$ cat config.mk
export PLATFORM = sky130hd
export DESIGN_NAME = audio_decimator_ping_pong
export DESIGN_NICKNAME = d
export VERILOG_FILES = /design/src/rtl/adpp_pkg.sv /design/src/rtl/adpp_ctrl.sv /design/src/rtl/adpp_datapath.sv /design/src/rtl/audio_decimator_ping_pong.sv
export SDC_FILE = /design/constraint.sdc
export NUM_CORES = 1
export LEC_CHECK = 0
export ABC_AREA = 0
export BUFFER_PORTS_ARGS = -buffer_cell sky130_fd_sc_hd__buf_2
export CAP_MARGIN = 20
export CORE_MARGIN = 5
export CORE_UTILIZATION = 45
export DETAILED_ROUTE_END_ITERATION = 6
export SYNTH_ARGS = -nofsm -noshare
export SYNTH_HDL_FRONTEND = slang
export SYNTH_SLANG_ARGS = --single-unit
$ cat constraint.sdc
create_clock -name clk -period 4.5 [get_ports clk]
set_clock_uncertainty 0.15 [all_clocks]
set_input_delay 0.45 -clock clk [delete_from_list [all_inputs] [get_ports clk]]
set_output_delay 0.45 -clock clk [all_outputs]
set_load 0.01 [all_outputs]
$ cat src/rtl/adpp_pkg.sv
`timescale 1ns / 1ps
// shared types and constants for the audio decimator ping-pong block
// no dependencies; imported by every rtl module

package adpp_pkg;

  // ring geometry
  localparam int HALF_SIZE = 32;
  localparam int RING_SIZE = 2 * HALF_SIZE;
  localparam int SLOT_W    = $clog2(RING_SIZE);

  localparam logic [SLOT_W-1:0] HALF_LAST = SLOT_W'(HALF_SIZE - 1);
  localparam logic [SLOT_W-1:0] RING_LAST = SLOT_W'(RING_SIZE - 1);

  // field widths
  localparam int SAMPLE_W = 8;
  localparam int SUM_W    = 16;
  localparam int COUNT_W  = 8;
  localparam int AVG_W    = 8;
  localparam int SLOT_OUT_W = 6;
  localparam int OUT_W    = AVG_W + SLOT_OUT_W + 2;

  localparam logic [COUNT_W-1:0] COUNT_MAX = 8'hff;

  // divider runs one quotient bit per step
  localparam int DIV_STEPS = AVG_W;
  localparam int STEP_W    = $clog2(DIV_STEPS);
  localparam logic [STEP_W-1:0] STEP_LAST = STEP_W'(DIV_STEPS - 1);

  // item kinds on the input tuser
  localparam logic KIND_SAMPLE = 1'b0;
  localparam logic KIND_TICK   = 1'b1;

  // controller to datapath commands
  typedef struct packed {
    logic add;      // accumulate the sample of the accepted item
    logic capture;  // snapshot sum and count into the divider, clear them
    logic step;     // one divider iteration
    logic load;     // write the result into the output register
  } adpp_cmd_t;

  // datapath to controller status
  typedef struct packed {
    logic out_busy; // output register holds an item that is not taken this cycle
  } adpp_sts_t;

endpackage

$ cat src/rtl/adpp_ctrl.sv
`timescale 1ns / 1ps
// control state machine for the audio decimator ping-pong block
// depends on adpp_pkg for command and status types

module adpp_ctrl (
  input  logic               clk,
  input  logic               rst,
  input  logic               in_valid,
  input  logic               in_kind,
  output logic               in_ready,
  input  adpp_pkg::adpp_sts_t sts,
  output adpp_pkg::adpp_cmd_t cmd
);
  import adpp_pkg::*;

  typedef enum logic [2:0] {
    ST_IDLE = 3'b001,
    ST_DIV  = 3'b010,
    ST_LOAD = 3'b100
  } state_t;

  state_t             state, state_next;
  logic [STEP_W-1:0]  step, step_next;

  // next state and commands
  always_comb begin
    state_next = state;
    step_next  = '0;
    cmd        = '0;
    in_ready   = (state == ST_IDLE);
    unique case (state)
      ST_IDLE: begin
        if (in_valid) begin
          if (in_kind == KIND_TICK) begin
            cmd.capture = 1'b1;
            state_next  = ST_DIV;
          end else begin
            cmd.add = 1'b1;
          end
        end
      end
      ST_DIV: begin
        cmd.step  = 1'b1;
        step_next = step + 1'b1;
        if (step == STEP_LAST) begin
          step_next  = '0;
          state_next = ST_LOAD;
        end
      end
      ST_LOAD: begin
        if (!sts.out_busy) begin
          cmd.load   = 1'b1;
          state_next = ST_IDLE;
        end
      end
      default: begin
        state_next = ST_IDLE;
      end
    endcase
  end

  // state registers
  always_ff @(posedge clk) begin
    if (rst) begin
      state <= ST_IDLE;
      step  <= '0;
    end else begin
      state <= state_next;
      step  <= step_next;
    end
  end

endmodule

$ cat src/rtl/adpp_datapath.sv
`timescale 1ns / 1ps
// accumulator, ring slot counter, bit-serial divider and output register
// depends on adpp_pkg; driven by adpp_ctrl commands

module adpp_datapath (
  input  logic                          clk,
  input  logic                          rst,
  input  logic [adpp_pkg::SAMPLE_W-1:0] sample,
  input  adpp_pkg::adpp_cmd_t           cmd,
  output adpp_pkg::adpp_sts_t           sts,
  output logic                          out_valid,
  input  logic                          out_ready,
  output logic [adpp_pkg::OUT_W-1:0]    out_data
);
  import adpp_pkg::*;

  logic [SUM_W-1:0]   sample_sum;
  logic [COUNT_W-1:0] sample_count;
  logic [SLOT_W-1:0]  write_slot;

  logic [AVG_W-1:0]   rem;
  logic [AVG_W-1:0]   acc;
  logic [COUNT_W-1:0] divisor;
  logic               div_zero;

  logic [AVG_W:0]     trial;
  logic               trial_ok;
  logic [AVG_W-1:0]   average_byte;
  logic [SLOT_OUT_W-1:0] slot;
  logic               half_ready;
  logic               ready_half;

  // output register is blocked when full and not being taken
  assign sts.out_busy = out_valid && !out_ready;

  // running sum and count, saturating at the count limit
  always_ff @(posedge clk) begin
    if (rst) begin
      sample_sum   <= '0;
      sample_count <= '0;
    end else if (cmd.capture) begin
      sample_sum   <= '0;
      sample_count <= '0;
    end else if (cmd.add && (sample_count != COUNT_MAX)) begin
      sample_sum   <= sample_sum + SUM_W'(sample);
      sample_count <= sample_count + 1'b1;
    end
  end

  // restoring divider step; the quotient fits eight bits since each sample does
  assign trial    = {rem, acc[AVG_W-1]};
  assign trial_ok = (trial >= {1'b0, divisor});

  always_ff @(posedge clk) begin
    if (cmd.capture) begin
      rem      <= sample_sum[SUM_W-1:AVG_W];
      acc      <= sample_sum[AVG_W-1:0];
      divisor  <= sample_count;
      div_zero <= (sample_count == '0);
    end else if (cmd.step) begin
      rem <= trial_ok ? AVG_W'(trial - {1'b0, divisor}) : trial[AVG_W-1:0];
      acc <= {acc[AVG_W-2:0], trial_ok};
    end
  end

  // result fields
  assign average_byte = div_zero ? '0 : acc;
  assign slot         = SLOT_OUT_W'(write_slot);
  assign half_ready   = (write_slot == HALF_LAST) || (write_slot == RING_LAST);
  assign ready_half   = (write_slot == RING_LAST);

  // ring slot counter advances per result
  always_ff @(posedge clk) begin
    if (rst) begin
      write_slot <= '0;
    end else if (cmd.load) begin
      write_slot <= (write_slot == RING_LAST) ? '0 : write_slot + 1'b1;
    end
  end

  // output register
  always_ff @(posedge clk) begin
    if (rst) begin
      out_valid <= 1'b0;
    end else if (cmd.load) begin
      out_valid <= 1'b1;
    end else if (out_ready) begin
      out_valid <= 1'b0;
    end
  end

  always_ff @(posedge clk) begin
    if (cmd.load) begin
      out_data <= {ready_half, half_ready, slot, average_byte};
    end
  end

endmodule

$ cat src/rtl/audio_decimator_ping_pong.sv
`timescale 1ns / 1ps
// Boxcar-average decimator feeding a two-half ring buffer. A sample item
// (tuser 0) adds to a running sum and count; the count stops at 255 and
// later samples are dropped until the next tick. A tick item (tuser 1)
// snapshots sum and count at the edge that takes it and yields one result
// item: the bit-serial divider produces one quotient bit per cycle, and
// the result is then loaded into the output register once the output side
// is not stalling. The input stays closed until that load. The result
// carries the low byte of the mean (0 for a tick with no samples), the
// ring slot, and a flag naming the half just filled.
// Depends on adpp_pkg, adpp_ctrl and adpp_datapath.

module audio_decimator_ping_pong (
  input  logic                          clk,
  input  logic                          rst,
  input  logic                          s_axis_tvalid,
  output logic                          s_axis_tready,
  input  logic [adpp_pkg::SAMPLE_W-1:0] s_axis_tdata,  // [7:0] sample
  input  logic                          s_axis_tuser,  // [0] kind
  output logic                          m_axis_tvalid,
  input  logic                          m_axis_tready,
  // [7:0] average_byte, [13:8] slot, [14] half_ready, [15] ready_half
  output logic [adpp_pkg::OUT_W-1:0]    m_axis_tdata
);
  import adpp_pkg::*;

  adpp_cmd_t cmd;
  adpp_sts_t sts;

  // control
  adpp_ctrl u_ctrl (
    .clk      (clk),
    .rst      (rst),
    .in_valid (s_axis_tvalid),
    .in_kind  (s_axis_tuser),
    .in_ready (s_axis_tready),
    .sts      (sts),
    .cmd      (cmd)
  );

  // datapath
  adpp_datapath u_datapath (
    .clk       (clk),
    .rst       (rst),
    .sample    (s_axis_tdata),
    .cmd       (cmd),
    .sts       (sts),
    .out_valid (m_axis_tvalid),
    .out_ready (m_axis_tready),
    .out_data  (m_axis_tdata)
  );

endmodule

==> impl_metrics.yaml <==
status:
  status: "complete, no violations"
synthesis:
  synth_edf_count: 41
  synth_top_area_share: 0.303
  synth_compound_area_frac: 0.141
  yosys.area_share.adder: 0.0746
  synthTopCellsByArea: "edfxtp_1 30%, dfxtp_1 18%, ha_1 6.5%, nand2_1 4.5%, nor2_1 3.2%"
  yosysTopAreaCell: "edfxtp_1"
  synth_top_family_by_area: "simple AND/OR/NAND/NOR gates"
  synthTopCellsByCount: "49 x nand2_1, 41 x edfxtp_1, 37 x dfxtp_1"
  synth_cells: 406
  synthXorXnorAreaFrac: 0.0345
  ys.flop_type: "edfxtp_1"
  synthSimpleGateAreaFrac: 0.222
  synth-warning-count: 0
  synth.ff_latch_count: 78
  synth_most_common_cell: "nand2_1"
  syn_area_mm2: 0.00406
  synth.area.mux_share: 0.00986
  yosysSeqAreaShare: 0.486
  synth_async_sr_flop_share: 0
  syn_nets: 442
  yosys.cell_types.count: 53
  syn_area_per_cell_um2: 10.0
global_routing:
  grt_max_degree: 28
  track_usage: 0.152
  grt_first_pass_wirelength_um: 13800
  antenna_found_initial: 0
  grt_pass1_vias: 2858
  globalRoute.totalOverflow: 0
pwr:
  pwr-share-comb: 0.130
  p_leak_nw: 1.74
  p_per_area_mw_per_mm2: 329
  clockPowerShare: 0.338
  switching_share: 0.282
  power_frac_seq: 0.532
  power_mw: 1.48
  p_int_mw: 1.06
  p_switching_mw: 0.416
  ir_worst_vdd_mv: 0.138
die:
  core_mm2: 0.00876
  die_h_um: 105
  dieArea_mm2: 0.0110
  num_rows: 34
  die_w_um: 105
  start_util: 0.463
  ioPinCount: 31
clock_network:
  cts_max_path_buffers: 2
  ctsResizeCount: 0
  clkLatencyLatePin_ns: 0.36
  cts-buffers-inserted: 9
  postCtsHoldBufs: 0
  post_cts_buffers: 0
  clk_pin_slew_worst_paths_ns: 0.10
  cts.sinks: 78
  root_buffer: "clkbuf_8"
  ctsHtreeMaxLevel: 3
  cts_tree: "built"
worst_hold_path:
  min_path_type: "input port to register"
finish:
  nNetsFinal: 473
  fin_util: 0.512
  drive_above_1_share: 0.145
  area_growth_pct: 10.6
  diodes: 0
  fillers: 809
critical_path:
  slowest_stage: "inv_1"
  slowest_delay_ns: 0.54
  crit_path_end_kind: "register"
  path_max_fanout: 27
  crit_chain: "nor2b_1, nand3_1, buf_4, inv_1, a211oi_1, a32o_1, a31o_2"
  critical_path.top_delay_family: "buffers and inverters"
  cp.required_ns: 4.46
  start_kind: "register"
  crit_buf_inv: 2
  crit_type: "register to register"
  worstPathArrival_ns: 2.51
drt:
  routed_wirelength_um: 8140
  drt_iter0_markers: 200
  final_antenna_net_count: 0
  vias: 3073
  drt_pass1_iterations: 4
  post_drt_wl_per_cell_um: 14.8
  drc: 0
  viasPerCell: 5.59
placed_design:
  pre_cts_slack_ns: 1.89
  gp_congestion: 0.797
  dp_hpwl_um: 5960
  io_buffers: 30
timing:
  min_period_ns: 2.55
  setup_violations: 0
  relSlewSlack: 0.330
  setup_ws_ns: 1.95
  rsz0062_at_grt: "false"
  tightest_slew_ns: 1.00
  tns_ns: 0
  fmax_mhz: 391
  drv_slew: 0
  finalHoldViolCount: 0
  fin_crit_sh: 0.568
job:
  drv_cap: 0
## cells by family after synthesis
family	count (synthesis)
buffers and inverters	30
DFF	78
AOI/OAI and AO/OA	85
muxes	4
xor gates and xnor gates	16
adders and majority gates	23
and+or+nand+nor	170
## placed cells by master (no fill, tap or decap), types with 9 or more instances in the layout
cell       n
clkbuf_8   9
ha_1      21
buf_2     30
o21ai_0   14
inv_1     17
nand3_1    9
edfxtp_1  41
nand2_1   49
nand4_1   13
a21oi_1   23
dfxtp_1   37
nor3_1     9
nor2b_1   11
nor2_1    35
## power groups by stage
stage | sequential (mW) | clock (mW) | combinational [mW]
3_3_place_gp | 0.802 | 0 | 0.188
6_report | 0.786 | 0.499 | 0.191
4_1_cts | 0.785 | 0.512 | 0.191
5_1_grt | 0.788 | 0.547 | 0.216
3_5_place_dp | 0.802 | 0 | 0.189
2_1_floorplan | 0.796 | 0 | 0.147
## registers in the layout, summed over array words and instances, names as in the netlist, 3 cells and up
name,count
u_datapath.sample_count,8
u_datapath.acc,8
u_datapath.slot,6
u_ctrl.state,3
u_ctrl.step,3
u_datapath.rem,8
u_datapath.divisor,8
u_datapath.out_data,16
u_datapath.sample_sum,16
## metrics by stage
step                      cell area, um2  hold slack (ns)  instances
after floorplan                     4060            0.254        406
after global placement              4300            0.272        534
after detailed placement            4300            0.278        534
after CTS                           4490            0.249        550
after global routing                4490            0.250        550
final                               4490            0.259        550
## per-layer routing
| layer | global-route usage | part of all wire | vias up | wire [um] |
|---|---|---|---|---|
| met2 | 0.225 | 0.43 | 72 | 3530 |
| met3 | 0.0314 | 0.047 | 13 | 380 |
| met1 | 0.215 | 0.50 | 1438 | 4050 |
| met4 | 0.0658 | 0.022 | 0 | 175 |
| li1 | - | - | 1550 | - |
| met5 | 0 | 0 | - | 0 |
## layout make-up
type	count	area (um2)	area share
multi-input combinational	298	1960	0.436
tap	108	135	0.0301
inverter	17	63.8	0.0142
sequential	78	1970	0.439
timing repair buffer	33	173	0.0385
clock buffer	9	124	0.0276
clock inverter	7	62.6	0.0139
## worst paths after layout
kind | slack (ns) | endpoint | from | cells after the start
worst max-delay path | 1.95 | u_datapath.rem[4] | u_ctrl.state[0] | 7
worst min-delay path | 0.26 | u_datapath.slot[1] | rst | 2
worst max register to register | 1.95 | u_datapath.rem[4] | u_ctrl.state[0] | 7
worst min register to register | 0.29 | u_ctrl.step[0] | u_ctrl.step[0] | 1
Note: power is estimated with default switching activity, not from simulation.
